File: config.mk
export PLATFORM = sky130hd
export DESIGN_NAME = stellar_class_string_parser
export DESIGN_NICKNAME = d
export VERILOG_FILES = /design/src/design/scsp_pkg.sv /design/src/design/scsp_front.sv /design/src/design/scsp_queue.sv /design/src/design/scsp_back.sv /design/src/design/stellar_class_string_parser.sv
export SDC_FILE = /design/constraint.sdc
export NUM_CORES = 1
export LEC_CHECK = 0
export BUFFER_PORTS_ARGS = -buffer_cell sky130_fd_sc_hd__buf_4
export CAP_MARGIN = 20
export CORE_UTILIZATION = 41
export CTS_CLUSTER_SIZE = 28
export DETAILED_ROUTE_END_ITERATION = 8
export PLACE_DENSITY = 0.63
export SLEW_MARGIN = 10
export SYNTH_ARGS = -nofsm -noshare
export SYNTH_HDL_FRONTEND = slang
export SYNTH_SLANG_ARGS = --single-unit
export TNS_END_PERCENT = 50
File: constraint.sdc
create_clock -name clk -period 6.33 [get_ports clk]
set_clock_uncertainty 0.15 [all_clocks]
set_input_delay 0.633 -clock clk [delete_from_list [all_inputs] [get_ports clk]]
set_output_delay 0.633 -clock clk [all_outputs]
set_load 0.03 [all_outputs]
File: src/design/scsp_pkg.sv
package scsp_pkg;

	// characters the parser reacts to
	localparam logic [7:0] CH_NUL   = 8'h00;
	localparam logic [7:0] CH_SPACE = 8'h20;
	localparam logic [7:0] CH_PLUS  = 8'h2B;
	localparam logic [7:0] CH_DOT   = 8'h2E;
	localparam logic [7:0] CH_ZERO  = 8'h30;
	localparam logic [7:0] CH_NINE  = 8'h39;
	localparam logic [7:0] CH_QMARK = 8'h3F;
	localparam logic [7:0] CH_UA    = 8'h41;
	localparam logic [7:0] CH_UB    = 8'h42;
	localparam logic [7:0] CH_UC    = 8'h43;
	localparam logic [7:0] CH_UD    = 8'h44;
	localparam logic [7:0] CH_UF    = 8'h46;
	localparam logic [7:0] CH_UG    = 8'h47;
	localparam logic [7:0] CH_UI    = 8'h49;
	localparam logic [7:0] CH_UK    = 8'h4B;
	localparam logic [7:0] CH_UL    = 8'h4C;
	localparam logic [7:0] CH_UM    = 8'h4D;
	localparam logic [7:0] CH_UN    = 8'h4E;
	localparam logic [7:0] CH_UO    = 8'h4F;
	localparam logic [7:0] CH_UQ    = 8'h51;
	localparam logic [7:0] CH_UR    = 8'h52;
	localparam logic [7:0] CH_US    = 8'h53;
	localparam logic [7:0] CH_UT    = 8'h54;
	localparam logic [7:0] CH_UV    = 8'h56;
	localparam logic [7:0] CH_UW    = 8'h57;
	localparam logic [7:0] CH_UX    = 8'h58;
	localparam logic [7:0] CH_UY    = 8'h59;
	localparam logic [7:0] CH_UZ    = 8'h5A;
	localparam logic [7:0] CH_LA    = 8'h61;
	localparam logic [7:0] CH_LB    = 8'h62;
	localparam logic [7:0] CH_LD    = 8'h64;
	localparam logic [7:0] CH_LS    = 8'h73;

	// star types
	localparam logic [1:0] STAR_NORMAL      = 2'd0;
	localparam logic [1:0] STAR_WHITE_DWARF = 2'd1;
	localparam logic [1:0] STAR_NEUTRON     = 2'd2;
	localparam logic [1:0] STAR_BLACK_HOLE  = 2'd3;

	// spectral classes
	localparam logic [4:0] SPEC_UNKNOWN = 5'd0;
	localparam logic [4:0] SPEC_O       = 5'd1;
	localparam logic [4:0] SPEC_B       = 5'd2;
	localparam logic [4:0] SPEC_A       = 5'd3;
	localparam logic [4:0] SPEC_F       = 5'd4;
	localparam logic [4:0] SPEC_G       = 5'd5;
	localparam logic [4:0] SPEC_K       = 5'd6;
	localparam logic [4:0] SPEC_M       = 5'd7;
	localparam logic [4:0] SPEC_R       = 5'd8;
	localparam logic [4:0] SPEC_N       = 5'd9;
	localparam logic [4:0] SPEC_C       = 5'd10;
	localparam logic [4:0] SPEC_S       = 5'd11;
	localparam logic [4:0] SPEC_L       = 5'd12;
	localparam logic [4:0] SPEC_T       = 5'd13;
	localparam logic [4:0] SPEC_Y       = 5'd14;
	localparam logic [4:0] SPEC_WC      = 5'd15;
	localparam logic [4:0] SPEC_WN      = 5'd16;
	localparam logic [4:0] SPEC_WO      = 5'd17;
	localparam logic [4:0] SPEC_D       = 5'd18;
	localparam logic [4:0] SPEC_DA      = 5'd19;
	localparam logic [4:0] SPEC_DB      = 5'd20;
	localparam logic [4:0] SPEC_DC      = 5'd21;
	localparam logic [4:0] SPEC_DO      = 5'd22;
	localparam logic [4:0] SPEC_DQ      = 5'd23;
	localparam logic [4:0] SPEC_DX      = 5'd24;
	localparam logic [4:0] SPEC_DZ      = 5'd25;

	// luminosity classes
	localparam logic [3:0] LUM_UNKNOWN = 4'd0;
	localparam logic [3:0] LUM_0       = 4'd1;
	localparam logic [3:0] LUM_IA_PLUS = 4'd2;
	localparam logic [3:0] LUM_IA      = 4'd3;
	localparam logic [3:0] LUM_IAB     = 4'd4;
	localparam logic [3:0] LUM_IB      = 4'd5;
	localparam logic [3:0] LUM_I       = 4'd6;
	localparam logic [3:0] LUM_II      = 4'd7;
	localparam logic [3:0] LUM_III     = 4'd8;
	localparam logic [3:0] LUM_IV      = 4'd9;
	localparam logic [3:0] LUM_V       = 4'd10;
	localparam logic [3:0] LUM_VI      = 4'd11;

	localparam logic [6:0] TENS_SCALE = 7'd10;

	// transitions a single character can walk before it is consumed
	localparam int unsigned MAX_HOPS = 4;

	typedef enum logic [14:0] {
		ST_BEGIN     = 15'b000000000000001,
		ST_END       = 15'b000000000000010,
		ST_WOLF      = 15'b000000000000100,
		ST_WD        = 15'b000000000001000,
		ST_WD_EX     = 15'b000000000010000,
		ST_SD        = 15'b000000000100000,
		ST_SPEC      = 15'b000000001000000,
		ST_SUB       = 15'b000000010000000,
		ST_SUB_DOT   = 15'b000000100000000,
		ST_SUB_TENTH = 15'b000001000000000,
		ST_LUM       = 15'b000010000000000,
		ST_LUM_I     = 15'b000100000000000,
		ST_LUM_IA    = 15'b001000000000000,
		ST_LUM_II    = 15'b010000000000000,
		ST_LUM_V     = 15'b100000000000000
	} pstate_t;

	// one classified character as it travels through the queue
	typedef struct packed {
		logic [7:0] ch;
		logic       last;
		logic [4:0] main_cls;
		logic [4:0] wd_cls;
		logic       is_dig;
		logic [3:0] dig;
	} entry_t;

	// parser state and accumulated result
	typedef struct packed {
		pstate_t    state;
		logic [7:0] prev_char;
		logic [1:0] star_type;
		logic [4:0] spectral;
		logic [6:0] subclass;
		logic [3:0] lum;
		logic       err;
	} ctx_t;

	typedef struct packed {
		ctx_t ctx;
		logic used;
	} adv_t;

	localparam ctx_t CTX_RESET = '{
		state:     ST_BEGIN,
		prev_char: CH_NUL,
		star_type: STAR_NORMAL,
		spectral:  SPEC_UNKNOWN,
		subclass:  7'd0,
		lum:       LUM_UNKNOWN,
		err:       1'b0
	};

	// one transition of the character state machine
	function automatic adv_t parse_advance(input ctx_t c, input entry_t e);
		adv_t r;
		r.ctx  = c;
		r.used = 1'b0;
		case (c.state)
			ST_BEGIN: begin
				if (e.ch == CH_UX) begin
					r.ctx.star_type = STAR_BLACK_HOLE;
					r.ctx.state     = ST_END;
				end else if (e.ch == CH_UQ) begin
					r.ctx.star_type = STAR_NEUTRON;
					r.ctx.state     = ST_END;
				end else if (e.ch == CH_UD) begin
					r.ctx.star_type = STAR_WHITE_DWARF;
					r.ctx.spectral  = SPEC_D;
					r.ctx.state     = ST_WD;
					r.used          = 1'b1;
				end else if (e.ch == CH_LS) begin
					r.ctx.star_type = STAR_NORMAL;
					r.ctx.state     = ST_SD;
					r.used          = 1'b1;
				end else if (e.ch == CH_QMARK) begin
					r.ctx.state = ST_END;
				end else begin
					r.ctx.state = ST_SPEC;
				end
			end
			ST_SPEC: begin
				if (e.ch == CH_UW) begin
					r.ctx.state = ST_WOLF;
					r.used      = 1'b1;
				end else if (e.main_cls != SPEC_UNKNOWN) begin
					r.ctx.spectral = e.main_cls;
					r.ctx.state    = ST_SUB;
					r.used         = 1'b1;
				end else begin
					r.ctx.state = ST_END;
				end
			end
			ST_WOLF: begin
				if (e.ch == CH_UC) begin
					r.ctx.spectral = SPEC_WC;
					r.ctx.state    = ST_SUB;
					r.used         = 1'b1;
				end else if (e.ch == CH_UN) begin
					r.ctx.spectral = SPEC_WN;
					r.ctx.state    = ST_SUB;
					r.used         = 1'b1;
				end else if (e.ch == CH_UO) begin
					r.ctx.spectral = SPEC_WO;
					r.ctx.state    = ST_SUB;
					r.used         = 1'b1;
				end else begin
					r.ctx.state = ST_END;
				end
			end
			ST_WD: begin
				if (e.wd_cls != SPEC_UNKNOWN) begin
					r.ctx.spectral = e.wd_cls;
					r.ctx.state    = ST_WD_EX;
					r.used         = 1'b1;
				end else begin
					r.ctx.spectral = SPEC_D;
					r.ctx.state    = ST_SUB;
				end
			end
			ST_WD_EX: begin
				r.ctx.state = ST_SUB;
				if (e.wd_cls != SPEC_UNKNOWN) begin
					r.used = 1'b1;
					if (e.ch == c.prev_char) begin
						r.ctx.err = 1'b1;
					end
				end
			end
			ST_SD: begin
				if (e.ch == CH_LD) begin
					r.ctx.lum   = LUM_VI;
					r.ctx.state = ST_SPEC;
					r.used      = 1'b1;
				end else begin
					r.ctx.state = ST_END;
				end
			end
			ST_SUB: begin
				if (e.is_dig) begin
					r.ctx.subclass = 7'(7'(e.dig) * TENS_SCALE);
					r.ctx.state    = ST_SUB_DOT;
					r.used         = 1'b1;
				end else begin
					r.ctx.state = ST_LUM;
				end
			end
			ST_SUB_DOT: begin
				if (e.ch == CH_DOT) begin
					r.ctx.state = ST_SUB_TENTH;
					r.used      = 1'b1;
				end else begin
					r.ctx.state = ST_LUM;
				end
			end
			ST_SUB_TENTH: begin
				if (e.is_dig) begin
					r.ctx.subclass = c.subclass + 7'(e.dig);
				end
				r.ctx.state = ST_LUM;
				r.used      = 1'b1;
			end
			ST_LUM: begin
				if (e.ch == CH_ZERO) begin
					r.ctx.lum   = LUM_0;
					r.ctx.state = ST_END;
				end else if (e.ch == CH_UI) begin
					r.ctx.state = ST_LUM_I;
					r.used      = 1'b1;
				end else if (e.ch == CH_UV) begin
					r.ctx.state = ST_LUM_V;
					r.used      = 1'b1;
				end else if (e.ch == CH_SPACE) begin
					r.used = 1'b1;
				end else begin
					r.ctx.state = ST_END;
				end
			end
			ST_LUM_I: begin
				if (e.ch == CH_LA) begin
					r.ctx.state = ST_LUM_IA;
					r.used      = 1'b1;
				end else if (e.ch == CH_LB) begin
					r.ctx.lum   = LUM_IB;
					r.ctx.state = ST_END;
					r.used      = 1'b1;
				end else if (e.ch == CH_UI) begin
					r.ctx.state = ST_LUM_II;
					r.used      = 1'b1;
				end else if (e.ch == CH_UV) begin
					r.ctx.lum   = LUM_IV;
					r.ctx.state = ST_END;
					r.used      = 1'b1;
				end else begin
					r.ctx.lum   = LUM_I;
					r.ctx.state = ST_END;
				end
			end
			ST_LUM_IA: begin
				if (e.ch == CH_PLUS) begin
					r.ctx.lum = LUM_IA_PLUS;
				end else if (e.ch == CH_LB) begin
					r.ctx.lum = LUM_IAB;
				end else begin
					r.ctx.lum = LUM_IA;
				end
				r.ctx.state = ST_END;
			end
			ST_LUM_II: begin
				r.ctx.lum   = (e.ch == CH_UI) ? LUM_III : LUM_II;
				r.ctx.state = ST_END;
			end
			ST_LUM_V: begin
				r.ctx.lum   = (e.ch == CH_UI) ? LUM_VI : LUM_V;
				r.ctx.state = ST_END;
			end
			default: begin
				r.ctx.state = ST_END;
			end
		endcase
		return r;
	endfunction

	// closing effect of the implicit terminator, fed until the end state
	function automatic ctx_t parse_close(input ctx_t c);
		ctx_t r;
		r = c;
		case (c.state)
			ST_WD:     r.spectral = SPEC_D;
			ST_LUM_I:  r.lum      = LUM_I;
			ST_LUM_IA: r.lum      = LUM_IA;
			ST_LUM_II: r.lum      = LUM_II;
			ST_LUM_V:  r.lum      = LUM_V;
			default:   r.lum      = c.lum;
		endcase
		r.state = ST_END;
		return r;
	endfunction

endpackage

File: src/design/scsp_front.sv
module scsp_front import scsp_pkg::*; (
	input  logic [7:0] char_code,
	input  logic       last_char,
	output entry_t     entry
);

	// main class letter lookup
	function automatic logic [4:0] main_class(input logic [7:0] c);
		logic [4:0] k;
		case (c)
			CH_UO:   k = SPEC_O;
			CH_UB:   k = SPEC_B;
			CH_UA:   k = SPEC_A;
			CH_UF:   k = SPEC_F;
			CH_UG:   k = SPEC_G;
			CH_UK:   k = SPEC_K;
			CH_UM:   k = SPEC_M;
			CH_UR:   k = SPEC_R;
			CH_UN:   k = SPEC_N;
			CH_UC:   k = SPEC_C;
			CH_US:   k = SPEC_S;
			CH_UL:   k = SPEC_L;
			CH_UT:   k = SPEC_T;
			CH_UY:   k = SPEC_Y;
			default: k = SPEC_UNKNOWN;
		endcase
		return k;
	endfunction

	// white dwarf type letter lookup
	function automatic logic [4:0] wd_class(input logic [7:0] c);
		logic [4:0] k;
		case (c)
			CH_UA:   k = SPEC_DA;
			CH_UB:   k = SPEC_DB;
			CH_UC:   k = SPEC_DC;
			CH_UO:   k = SPEC_DO;
			CH_UQ:   k = SPEC_DQ;
			CH_UX:   k = SPEC_DX;
			CH_UZ:   k = SPEC_DZ;
			default: k = SPEC_UNKNOWN;
		endcase
		return k;
	endfunction

	// classify the character ahead of the parser
	// digit value is the low nibble since '0' sits at 0x30
	always_comb begin
		entry.ch       = char_code;
		entry.last     = last_char;
		entry.main_cls = main_class(char_code);
		entry.wd_cls   = wd_class(char_code);
		entry.is_dig   = (char_code >= CH_ZERO) && (char_code <= CH_NINE);
		entry.dig      = char_code[3:0];
	end

endmodule

File: src/design/scsp_queue.sv
module scsp_queue import scsp_pkg::*; #(
	parameter int DEPTH = 2
) (
	input  logic   clk,
	input  logic   arst_n,
	input  logic   push,
	input  entry_t din,
	output logic   full,
	input  logic   pop,
	output logic   valid,
	output entry_t dout
);

	localparam int PW = (DEPTH > 1) ? $clog2(DEPTH) : 1;
	localparam int CW = $clog2(DEPTH + 1);
	localparam logic [PW-1:0] PTR_LAST = PW'(DEPTH - 1);
	localparam logic [CW-1:0] CNT_FULL = CW'(DEPTH);

	entry_t          mem_q [DEPTH];
	logic [PW-1:0]   wr_ptr_q;
	logic [PW-1:0]   rd_ptr_q;
	logic [CW-1:0]   cnt_q;

	assign full  = (cnt_q == CNT_FULL);
	assign valid = (cnt_q != '0);
	assign dout  = mem_q[rd_ptr_q];

	// storage
	always_ff @(posedge clk) begin
		if (push) begin
			mem_q[wr_ptr_q] <= din;
		end
	end

	// pointers and fill count
	always_ff @(posedge clk or negedge arst_n) begin
		if (!arst_n) begin
			wr_ptr_q <= '0;
			rd_ptr_q <= '0;
			cnt_q    <= '0;
		end else begin
			if (push) begin
				wr_ptr_q <= (wr_ptr_q == PTR_LAST) ? '0 : wr_ptr_q + 1'b1;
			end
			if (pop) begin
				rd_ptr_q <= (rd_ptr_q == PTR_LAST) ? '0 : rd_ptr_q + 1'b1;
			end
			if (push && !pop) begin
				cnt_q <= cnt_q + 1'b1;
			end else if (pop && !push) begin
				cnt_q <= cnt_q - 1'b1;
			end
		end
	end

endmodule

File: src/design/scsp_back.sv
module scsp_back import scsp_pkg::*; (
	input  logic        clk,
	input  logic        arst_n,
	input  logic        q_valid,
	input  entry_t      q_data,
	output logic        q_pop,
	output logic        m_tvalid,
	input  logic        m_tready,
	output logic [23:0] m_tdata
);

	ctx_t       ctx_q;
	ctx_t       fed;
	ctx_t       closed;
	logic       out_valid_q;
	logic [1:0] star_q;
	logic [4:0] spec_q;
	logic [6:0] sub_q;
	logic [3:0] lum_q;
	logic       err_q;

	// take an item unless it closes a string and the result slot is blocked
	assign q_pop = q_valid && (!q_data.last || !out_valid_q || m_tready);

	// walk the character through the state machine until it is consumed
	always_comb begin
		adv_t r;
		logic done;
		r    = '0;
		fed  = ctx_q;
		done = 1'b0;
		for (int i = 0; i < MAX_HOPS; i++) begin
			if (!done) begin
				if (fed.state == ST_END) begin
					done = 1'b1;
				end else begin
					r   = parse_advance(fed, q_data);
					fed = r.ctx;
					if (r.used) begin
						fed.prev_char = q_data.ch;
						done          = 1'b1;
					end
				end
			end
		end
		closed = parse_close(fed);
	end

	// parser state
	always_ff @(posedge clk or negedge arst_n) begin
		if (!arst_n) begin
			ctx_q <= CTX_RESET;
		end else if (q_pop) begin
			ctx_q <= q_data.last ? CTX_RESET : fed;
		end
	end

	// result register
	always_ff @(posedge clk or negedge arst_n) begin
		if (!arst_n) begin
			out_valid_q <= 1'b0;
		end else if (q_pop && q_data.last) begin
			out_valid_q <= 1'b1;
		end else if (m_tready) begin
			out_valid_q <= 1'b0;
		end
	end

	always_ff @(posedge clk) begin
		if (q_pop && q_data.last) begin
			star_q <= closed.star_type;
			spec_q <= closed.spectral;
			sub_q  <= closed.subclass;
			lum_q  <= closed.lum;
			err_q  <= closed.err;
		end
	end

	assign m_tvalid = out_valid_q;
	assign m_tdata  = {5'd0, err_q, lum_q, sub_q, spec_q, star_q};

endmodule

File: src/design/stellar_class_string_parser.sv
// with the queue empty, a request carrying tlast is written into the queue and
// then parsed into the result register that drives m_tdata
// throughput: one character per cycle while the queue is not full; the parse
// stage resolves the whole transition chain of a character combinationally
// a small queue between classifier and parser absorbs output stalls
// reset: arst_n clears the queue, the parser state and the result valid flag
module stellar_class_string_parser import scsp_pkg::*; #(
	parameter int QUEUE_DEPTH = 2
) (
	input  logic        clk,
	input  logic        arst_n,
	input  logic        s_tvalid,
	output logic        s_tready,
	input  logic [7:0]  s_tdata,   // [7:0] char_code
	input  logic        s_tlast,   // last_char
	output logic        m_tvalid,
	input  logic        m_tready,
	output logic [23:0] m_tdata    // [1:0] star_type, [6:2] spectral_class,
	                               // [13:7] subclass_tenths, [17:14] luminosity_class,
	                               // [18] format_error, rest zero
);

	entry_t in_entry;
	entry_t q_data;
	logic   q_full;
	logic   q_valid;
	logic   q_pop;
	logic   push;

	assign s_tready = !q_full;
	assign push     = s_tvalid && !q_full;

	// classify incoming characters
	scsp_front u_front (
		.char_code (s_tdata),
		.last_char (s_tlast),
		.entry     (in_entry)
	);

	// decoupling queue
	scsp_queue #(
		.DEPTH (QUEUE_DEPTH)
	) u_queue (
		.clk    (clk),
		.arst_n (arst_n),
		.push   (push),
		.din    (in_entry),
		.full   (q_full),
		.pop    (q_pop),
		.valid  (q_valid),
		.dout   (q_data)
	);

	// parse and emit results
	scsp_back u_back (
		.clk      (clk),
		.arst_n   (arst_n),
		.q_valid  (q_valid),
		.q_data   (q_data),
		.q_pop    (q_pop),
		.m_tvalid (m_tvalid),
		.m_tready (m_tready),
		.m_tdata  (m_tdata)
	);

endmodule
# == Yosys cells after proc, flatten, opt, wreduce, memory -nomap -nowiden ==
# Memories as Yosys holds them, arrays and structs flattened.
# Cells that the tools add are included.
# totals
reg_bits,66
ram_bits,46
out_inout_bits,26
memories,1
# memory_table
name,depth,width,read_ports,rd_ports_with_merged_regs,wr,line_no,text
u_queue.mem_q,2,23,1,0,1,scsp_queue.sv:19,entry_t mem_q [DEPTH];
# classes
n_addsub,8
multipliers,1
magnitude_cmp,2
eq_ne,105
mux,210
n_reduce_logical,18
# op_table
operator,n
$pmux 15 s11,4
$mux 15,24
$mux 42,8
$eq 8x7->1 const B,30
$mux 5,33
$pmux 4 s6,4
$mux 4,23
$pmux 5 s4,4
$mux 7,11
$eq 15x12->1 const B,5
$eq 15x13->1 const B,5
$eq 15x14->1 const B,5
$eq 15x15->1 const B,5
$eq 15x4->1 const B,5
$eq 15x1->1 const B,4
$eq 15x10->1 const B,4
$eq 15x11->1 const B,4
$eq 15x2->1 const B,4
$eq 15x3->1 const B,4
$eq 15x5->1 const B,4
$eq 15x6->1 const B,4
$eq 15x7->1 const B,4
$eq 15x8->1 const B,4
$eq 15x9->1 const B,4
26 further kinds,138

# == Longest topological paths before layout ==
# Gate-level depths: netlist of run 1.
# An unclocked memory read counts as a cell.
# logic_depth
word_depth,39
ltp_mapped,16

# == Cells and area by module ==
# Synthesis of run 1 repeated with hierarchy kept, for this count alone.
# unflattened
hier_cells,726
area_unflattened_um2,7485.9
# modules_own_cells
module,n_inst,cells_per_inst,area_each_um2,seq_area_each_um2
scsp_back,1,556,4942.2,1647.8
scsp_queue,1,91,2023.2,1541.5
scsp_front,1,77,510.5,0.0
stellar_class_string_parser,1,2,10.0,0.0

# == Least setup slack after synthesis of run 1 ==
# No wires, ideal clock.
# synth_timing
kind,reg-to-reg
start,reg u_queue.rd_ptr_q
end,reg u_back.ctx_q[8] (netlist name)
setup_ns,0.121
arrival_time_ns,3.643
required_ns,6.059
slack_ns,2.416
path_stages_with_launch,17
cell_sequence,dfrtp_1 > buf_4 > buf_4 > buf_6 > buf_2 > mux2_2 > ha_1 > fa_1 > a22oi_1 > o21ai_1 > ha_1 > a21o_1 > a21oi_1 > xnor2_1 > a22oi_1 > a21oi_1 > a22o_1
# synth_between
elab_chain_cells,28
elab_cells_between_ends,148
classes_between,add/sub (4); mul (1); eq/ne (44); mux (92); reduce/logical (6); memory (1)
# synth_lines
item,line_no,text
"start, declared",scsp_queue.sv:21,logic [PW-1:0] rd_ptr_q;
"start signal, assigned",scsp_queue.sv:46,rd_ptr_q <= (rd_ptr_q == PTR_LAST) ? '0 : rd_ptr_q + 1'b1;
$mem_v2 2x23 (*),-,
branches (longest 27 deep; another with $add 7x4->7),-,
"end signal, assigned",scsp_back.sv:54,ctx_q <= q_data.last ? CTX_RESET : fed;
"end, declared",scsp_back.sv:12,ctx_t ctx_q;
# Every way passes the cells marked *. The select of a mux whose other input is x is not followed.
# A chain may end at the register's enable or synchronous reset.

==> metrics.csv, run 1 <==
stage,metric,value,unit
run_status,status,finished clean,
clock_tree,tritoncts,done,
die,chipWidth,137,um
pwr,switching_share,46.5,%
setup_path,critPathMaxFanout,43,
pwr,pwr_density_cell,414,nW/um^2
placed_design,dp_hpwl,17.4,mm
logic_synthesis,muxShareOfSynthArea,4.00,%
global_routing,grt-ovfl-total,0,
drt,dr_total_vias,6785,
sta,fmax,218,MHz
sta,fin_crit_sh,72.6,%
cells_and_area,mostFrequentLayoutCell,nand2_1,
die,core,18000,um^2
global_routing,grt_max_degree,48,
sta,rsz0062_at_grt,false,
sta,setup_viol,0,
logic_synthesis,synth-main-ff-cell,edfxtp_1,
clock_tree,post_cts_resized,0,
setup_path,path_class,reg2reg,
global_routing,grt_pass1_wl,35.4,mm
die,io_pins,39,
logic_synthesis,netlist.top_cell.by_area,edfxtp_1,
placed_design,place_congestion,0.960,
clock_tree,numCtsBuffers,9,
logic_synthesis,synth-edff-count,57,
logic_synthesis,synth_top_area_share,22.8,%
sta,worst_pin_slew,1.06,ns
setup_path,cp.arrival,4.57,ns
pwr,power_leakage,0.00321,uW
cells_and_area,final_cell_mix,"nand2_1 (76), edfxtp_1 (57), nor2_1 (53)",
pwr,total_power,3400,uW
clock_tree,path_clk_slew,0.08,ns
drt,drtPass1Iterations,5,
logic_synthesis,synth_compound_area_share,24.1,%
pwr,seqPwrFrac,32.1,%
clock_tree,cts.sinks,104,
logic_synthesis,synth-simple-area-share,24.1,%
pwr,p_comb_share,51.1,%
clock_tree,insertion_delay,0.37,ns
cells_and_area,n_antenna_cell,0,
logic_synthesis,yosysSeqAreaShare,38.5,%
sta,slew_violations,0,
clock_tree,cts_max_level,3,
clock_tree,cts_root_buf,clkbuf_16,
clock_tree,cts_hold_buffers,0,
logic_synthesis,netlist_instances,814,
cells_and_area,nets,850,
drt,drtIter0Drc,685,
pwr,p_int,1820,uW
logic_synthesis,synthAdderAreaFrac,2.80,%
logic_synthesis,synth_top_family_by_area,simple AND/OR/NAND/NOR gates,
setup_path,cp.required,6.30,ns
pwr,switchingPower,1580,uW
sta,setup_tns,0,ns
logic_synthesis,synth-xor-area-share,2.33,%
global_routing,grt_pass1_vias,6242,
logic_synthesis,synthTopCellsByArea,"edfxtp_1 (23%), dfrtp_1 (15%), nand2_1 (3.8%), o21ai_0 (3.3%), mux2i_1 (2.8%)",
logic_synthesis,async_reset_ff_share,45.2,%
setup_path,start_kind,flip-flop,
sta,final-hold-violation-count,0,
cells_and_area,layout-drive-gt1-share,13.2,%
drt,routed_wl,23.0,mm
min_path,hp-class,in2async,
logic_synthesis,yosys_warnings,0,
logic_synthesis,postSynthAreaPerCell,9.22,um^2
clock_tree,post_cts_buffers,0,
global_routing,antenna_found_initial,0,
setup_path,cp-end-kind,flip-flop,
drt,postRouteAntennaNets,0,
logic_synthesis,ys_types,95,
flow_run,maxCapViolCount,0,
pwr,ir_drop,0.287,mV
logic_synthesis,syn_area,7510,um^2
die,start_util,41.8,%
logic_synthesis,synth-seq-cells,104,
drt,vias_per_cell,6.43,
cells_and_area,utilization,45.7,%
placed_design,io_buffer_count,33,
sta,period_minus_slack,4.59,ns
die,die-area,18900,um^2
cells_and_area,area_delta_synth_final,9.40,%
drt,drc_errors,0,
clock_tree,cts.path.max_buffers,2,
sta,slew_headroom,28.4,%
die,chipHeight,137,um
drt,detail_route.wl_per_cell,21.8,um
pwr,pwr-share-clk,16.7,%
global_routing,grt_usage,25.0,%
die,num_rows,49,
cells in the mapped netlist, drive strengths merged (8+ instances only):
| master | count |
|---|---|
| a211oi | 13 |
| a21o | 12 |
| a21oi | 39 |
| a22o | 20 |
| a22oi | 15 |
| a31oi | 12 |
| and2 | 11 |
| and3 | 11 |
| buf | 17 |
| clkbuf | 32 |
| dfrtp | 46 |
| edfxtp | 57 |
| ha | 12 |
| inv | 21 |
| mux2 | 8 |
| mux2i | 21 |
| nand2 | 78 |
| nand3 | 22 |
| nand3b | 9 |
| nand4 | 17 |
| nor2 | 54 |
| nor2b | 10 |
| nor3 | 26 |
| nor3b | 8 |
| nor4 | 20 |
| nor4b | 9 |
| o21ai | 56 |
| o22ai | 8 |
| or4 | 10 |
| xnor2 | 11 |
| xor2 | 9 |
critical path, cell delays in order, from the launching register on:
cell and delay [ns]:
dfrtp_2 0.80, mux2i_1 0.74, a21boi_1 0.69, a22o_1 0.40, o2bb2a_4 0.18, nand3_2 0.07, a211o_1 0.36, nor4_4 0.56
mux2_2 0.40
final cells by class:
type	count	area, um^2
Clock buffer	10	239
Tap cell	229	287
Timing Repair Buffer	42	313
Sequential cell	104	2890
Multi-Input combinational cell	644	4340
Clock inverter	6	61.3
Fill cell	1736	9750
Inverter	21	78.8
routing by layer:
layer | GRT usage (%) | vias up | part of all wire (%)
met4 | 12.6 | 0 | 4.5
met1 | 32.8 | 3273 | 44
met5 | 0 | - | 0
met2 | 39.9 | 260 | 46
li1 | - | 3180 | -
met3 | 4.01 | 72 | 5.3
power groups by stage:
stage               combinational [uW]  clock (uW)  sequential, uW
floorplan                         1190           0            1120
global placement                  1710           0            1100
detailed placement                1720           0            1110
CTS                               1730         576            1090
global route                      1880         604            1120
finish                            1740         569            1090
sequential cells by signal, summed over array words and instances (netlist names):
name	cells
u_queue.mem_q	38
u_back.star_q	2
u_back.ctx_q	42
u_queue.wr_ptr_q	1
u_queue.cnt_q	2
u_queue.rd_ptr_q	1
u_back.sub_q	7
u_back.lum_q	4
u_back.err_q	1
u_back.spec_q	5
u_back.m_tvalid	1
logic make-up after synthesis:
family | after synthesis
AO/OA/AOI/OAI | 253
XOR/XNOR | 20
adder cells (fa/ha/maj) | 15
buffers and inverters | 70
flip-flops | 104
multiplexers | 29
other | 1
AND/OR/NAND/NOR | 322
metrics by stage:
step | std cells | hold slack, ns | instance area [um^2] | setup slack [ns]
3_3_place_gp | 1039 | 0.318 | 7910 | 1.84
2_1_floorplan | 818 | 0.187 | 7520 | 2.42
3_5_place_dp | 1039 | 0.328 | 7910 | 1.83
4_1_cts | 1055 | 0.168 | 8210 | 1.81
6_report | 1056 | 0.129 | 8210 | 1.74
5_1_grt | 1056 | 0.198 | 8210 | 1.41
worst paths after layout:
kind                                               from  cells after the start  slack (ns)                              to
hold reg to reg             u_back.ctx_q[1]$_DFFE_PN0P_                      2        0.34     u_back.ctx_q[1]$_DFFE_PN0P_
setup reg to reg           u_queue.rd_ptr_q$_DFFE_PN0P_                      8        1.74       u_back.sub_q[1]$_DFFE_PP_
hold / removal                                   arst_n                      1        0.13    u_back.ctx_q[34]$_DFFE_PN0P_
setup / recovery           u_queue.rd_ptr_q$_DFFE_PN0P_                      8        1.74       u_back.sub_q[1]$_DFFE_PP_
max in group asynchronous                        arst_n                      1        5.40    u_queue.rd_ptr_q$_DFFE_PN0P_
min in group clk                                s_tlast                      1        0.30  u_queue.mem_q[0][14]$_DFFE_PP_
(Power assumes the default switching activity.)
==> run 2: changes to the inputs <==
--- a/config.mk
+++ b/config.mk
@@ -10,7 +10,7 @@
 export CORE_UTILIZATION = 41
 export CTS_CLUSTER_SIZE = 28
 export DETAILED_ROUTE_END_ITERATION = 8
-export PLACE_DENSITY = 0.63
+export PLACE_DENSITY = 0.65
 export SLEW_MARGIN = 10
 export SYNTH_ARGS = -nofsm -noshare
 export SYNTH_HDL_FRONTEND = slang
==> constraint.sdc (replaced) <==
create_clock -name clk -period 4 [get_ports clk]
set_clock_uncertainty 0.15 [all_clocks]
set_input_delay 0.4 -clock clk [delete_from_list [all_inputs] [get_ports clk]]
set_output_delay 0.4 -clock clk [all_outputs]
set_load 0.03 [all_outputs]
==> metrics.csv, run 2 (synthesis gave the netlist of run 1 again) <==
stage,metric,value,unit,change
run_status,status,finished clean,,unchanged
clock_tree,cts.path.max_buffers,2,,unchanged
pwr,pwr_density_cell,662,nW/um^2,was 414 nW/um^2
drt,detail_route.wl_per_cell,21.5,um,was 21.8 um
clock_tree,path_clk_slew,0.08,ns,about the same
sta,slew_violations,0,,unchanged
global_routing,grt_usage,26.2,%,was 25.0%
cells_and_area,n_antenna_cell,0,,unchanged
global_routing,grt-ovfl-total,0,,unchanged
clock_tree,insertion_delay,0.37,ns,about the same
sta,hold_ws,0.0630,ns,was 0.129 ns
die,num_rows,49,,unchanged
cells_and_area,layout-drive-gt1-share,18.8,%,was 13.2%
die,die-area,18900,um^2,unchanged
drt,vias_per_cell,6.34,,was 6.43
drt,routed_wl,23.8,mm,was 23.0 mm
clock_tree,numCtsBuffers,9,,unchanged
sta,fmax,256,MHz,was 218 MHz
die,core,18000,um^2,unchanged
sta,fin_ws,0.0867,ns,was 1.74 ns
sta,fin_crit_sh,97.8,%,was 72.6%
setup_path,path_class,reg2reg,,unchanged
drt,postRouteAntennaNets,0,,unchanged
clock_tree,cts.sinks,104,,unchanged
pwr,power_leakage,0.00350,uW,was 0.00321 uW
setup_path,cp.arrival,3.86,ns,was 4.57 ns
placed_design,dp_hpwl,17.8,mm,was 17.4 mm
clock_tree,tritoncts,done,,unchanged
cells_and_area,largest_reg_flops,42,,unchanged
cells_and_area,area_delta_synth_final,15.7,%,was 9.40%
pwr,ir_drop,0.465,mV,was 0.287 mV
die,chipHeight,137,um,unchanged
placed_design,post-place-ws,0.0628,ns,was 1.83 ns
sta,final-hold-violation-count,0,,unchanged
placed_design,place_congestion,1.02,,was 0.960
die,start_util,41.8,%,unchanged
sta,period_minus_slack,3.91,ns,was 4.59 ns
setup_path,start_kind,flip-flop,,unchanged
setup_path,cp-end-kind,flip-flop,,unchanged
clock_tree,cts_max_level,3,,unchanged
pwr,total_power,5750,uW,was 3400 uW
die,io_pins,39,,unchanged
drt,dr_total_vias,7048,,was 6785
flow_run,maxCapViolCount,0,,unchanged
cells_and_area,nets,905,,was 850
sta,worst_pin_slew,0.909,ns,was 1.06 ns
die,chipWidth,137,um,unchanged
global_routing,grt_pass1_vias,6482,,was 6242
sta,rsz0062_at_grt,true,,was false
drt,drc_errors,0,,unchanged
cells_and_area,final_cell_mix,"buf_4 (95), nand2_1 (76), edfxtp_1 (57)",,"was nand2_1 (76), edfxtp_1 (57), nor2_1 (53)"
min_path,hp-class,in2reg,,was in2async
global_routing,grt_pass1_wl,36.7,mm,was 35.4 mm
cells_and_area,top_register,u_back.ctx_q,,unchanged
clock_tree,cts_root_buf,clkbuf_16,,unchanged
sta,setup_viol,0,,unchanged
setup_path,critPathMaxFanout,11,,was 43
drt,drtIter0Drc,685,,unchanged
sta,slew_headroom,39.4,%,was 28.4%
cells_and_area,mostFrequentLayoutCell,buf_4,,was nand2_1
drt,drtPass1Iterations,5,,unchanged
global_routing,antenna_found_initial,0,,unchanged
global_routing,grt_max_degree,48,,unchanged
placed_design,io_buffer_count,33,,unchanged
setup_path,cp.required,3.95,ns,was 6.30 ns
sta,setup_tns,0,ns,unchanged
cells_and_area,top_regs,"u_back.ctx_q (42), u_queue.mem_q (38), u_back.sub_q (7)",,unchanged
[run 2: worst paths after layout]
check / endpoint / slack (ns) / from / depth (start not counted)
worst max-delay path: u_back.lum_q[1]$_DFFE_PP_ / 0.09 / u_back.ctx_q[37]$_DFFE_PN0P_ / 8
worst min-delay path: u_queue.mem_q[0][14]$_DFFE_PP_ / 0.06 / s_tlast / 1
worst max register to register: u_back.lum_q[1]$_DFFE_PP_ / 0.09 / u_back.ctx_q[37]$_DFFE_PN0P_ / 8
worst min register to register: u_back.ctx_q[3]$_DFFE_PN0P_ / 0.34 / u_back.ctx_q[3]$_DFFE_PN0P_ / 2
max in group asynchronous: u_queue.rd_ptr_q$_DFFE_PN0P_ / 2.73 / arst_n / 2
min in group asynchronous: u_back.ctx_q[40]$_DFFE_PN0P_ / 0.45 / arst_n / 2
[run 2: power by group]
group / total, uW / switching (uW) / internal [uW]
logic: 3110 / 1930 / 1170
registers: 1700 / 232 / 1470
clock network: 948 / 487 / 462
[run 2: per-layer routing]
metal  routed length, um  global-route usage [%]
met4                1040                    12.5
met1               10300                    35.6
met5                   0                       0
met3                1890                    4.71
met2               10600                    40.2
[run 2: metrics by stage]
step	area, um^2	util [%]	cells
finish	8690	48.4	1111
global route	8690	48.4	1111
CTS	8650	48.1	1109
detailed placement	8310	46.3	1092
global placement	8310	46.3	1092
floorplan	7520	-	818
[run 2: cell type report]
type	count	area, um^2
Inverter	21	78.8
Multi-Input combinational cell	644	4360
Clock buffer	9	225
Timing Repair Buffer	97	743
Clock inverter	7	96.3
Fill cell	1665	9280
Tap cell	229	287
Sequential cell	104	2890
[run 2: timing repair]
| action | 4_1_cts | 5_1_grt |
|---|---|---|
| resized for setup | 0 | 7 |
| hold buffers | 1 | 0 |
| setup buffers | 0 | 2 |
| hold endpoints to repair | 46 | 0 |
| setup endpoints to repair | 0 | 43 |
[run 2: worst max-delay path, stage by stage, from the launching register on]
cell	delay, ns
dfrtp_1	0.54
or4_1	0.72
or4_1	0.65
o41ai_2	0.58
a2111oi_1	0.19
a31oi_1	0.24
nor3_1	0.08
o21ai_1	0.35
nand4_1	0.14
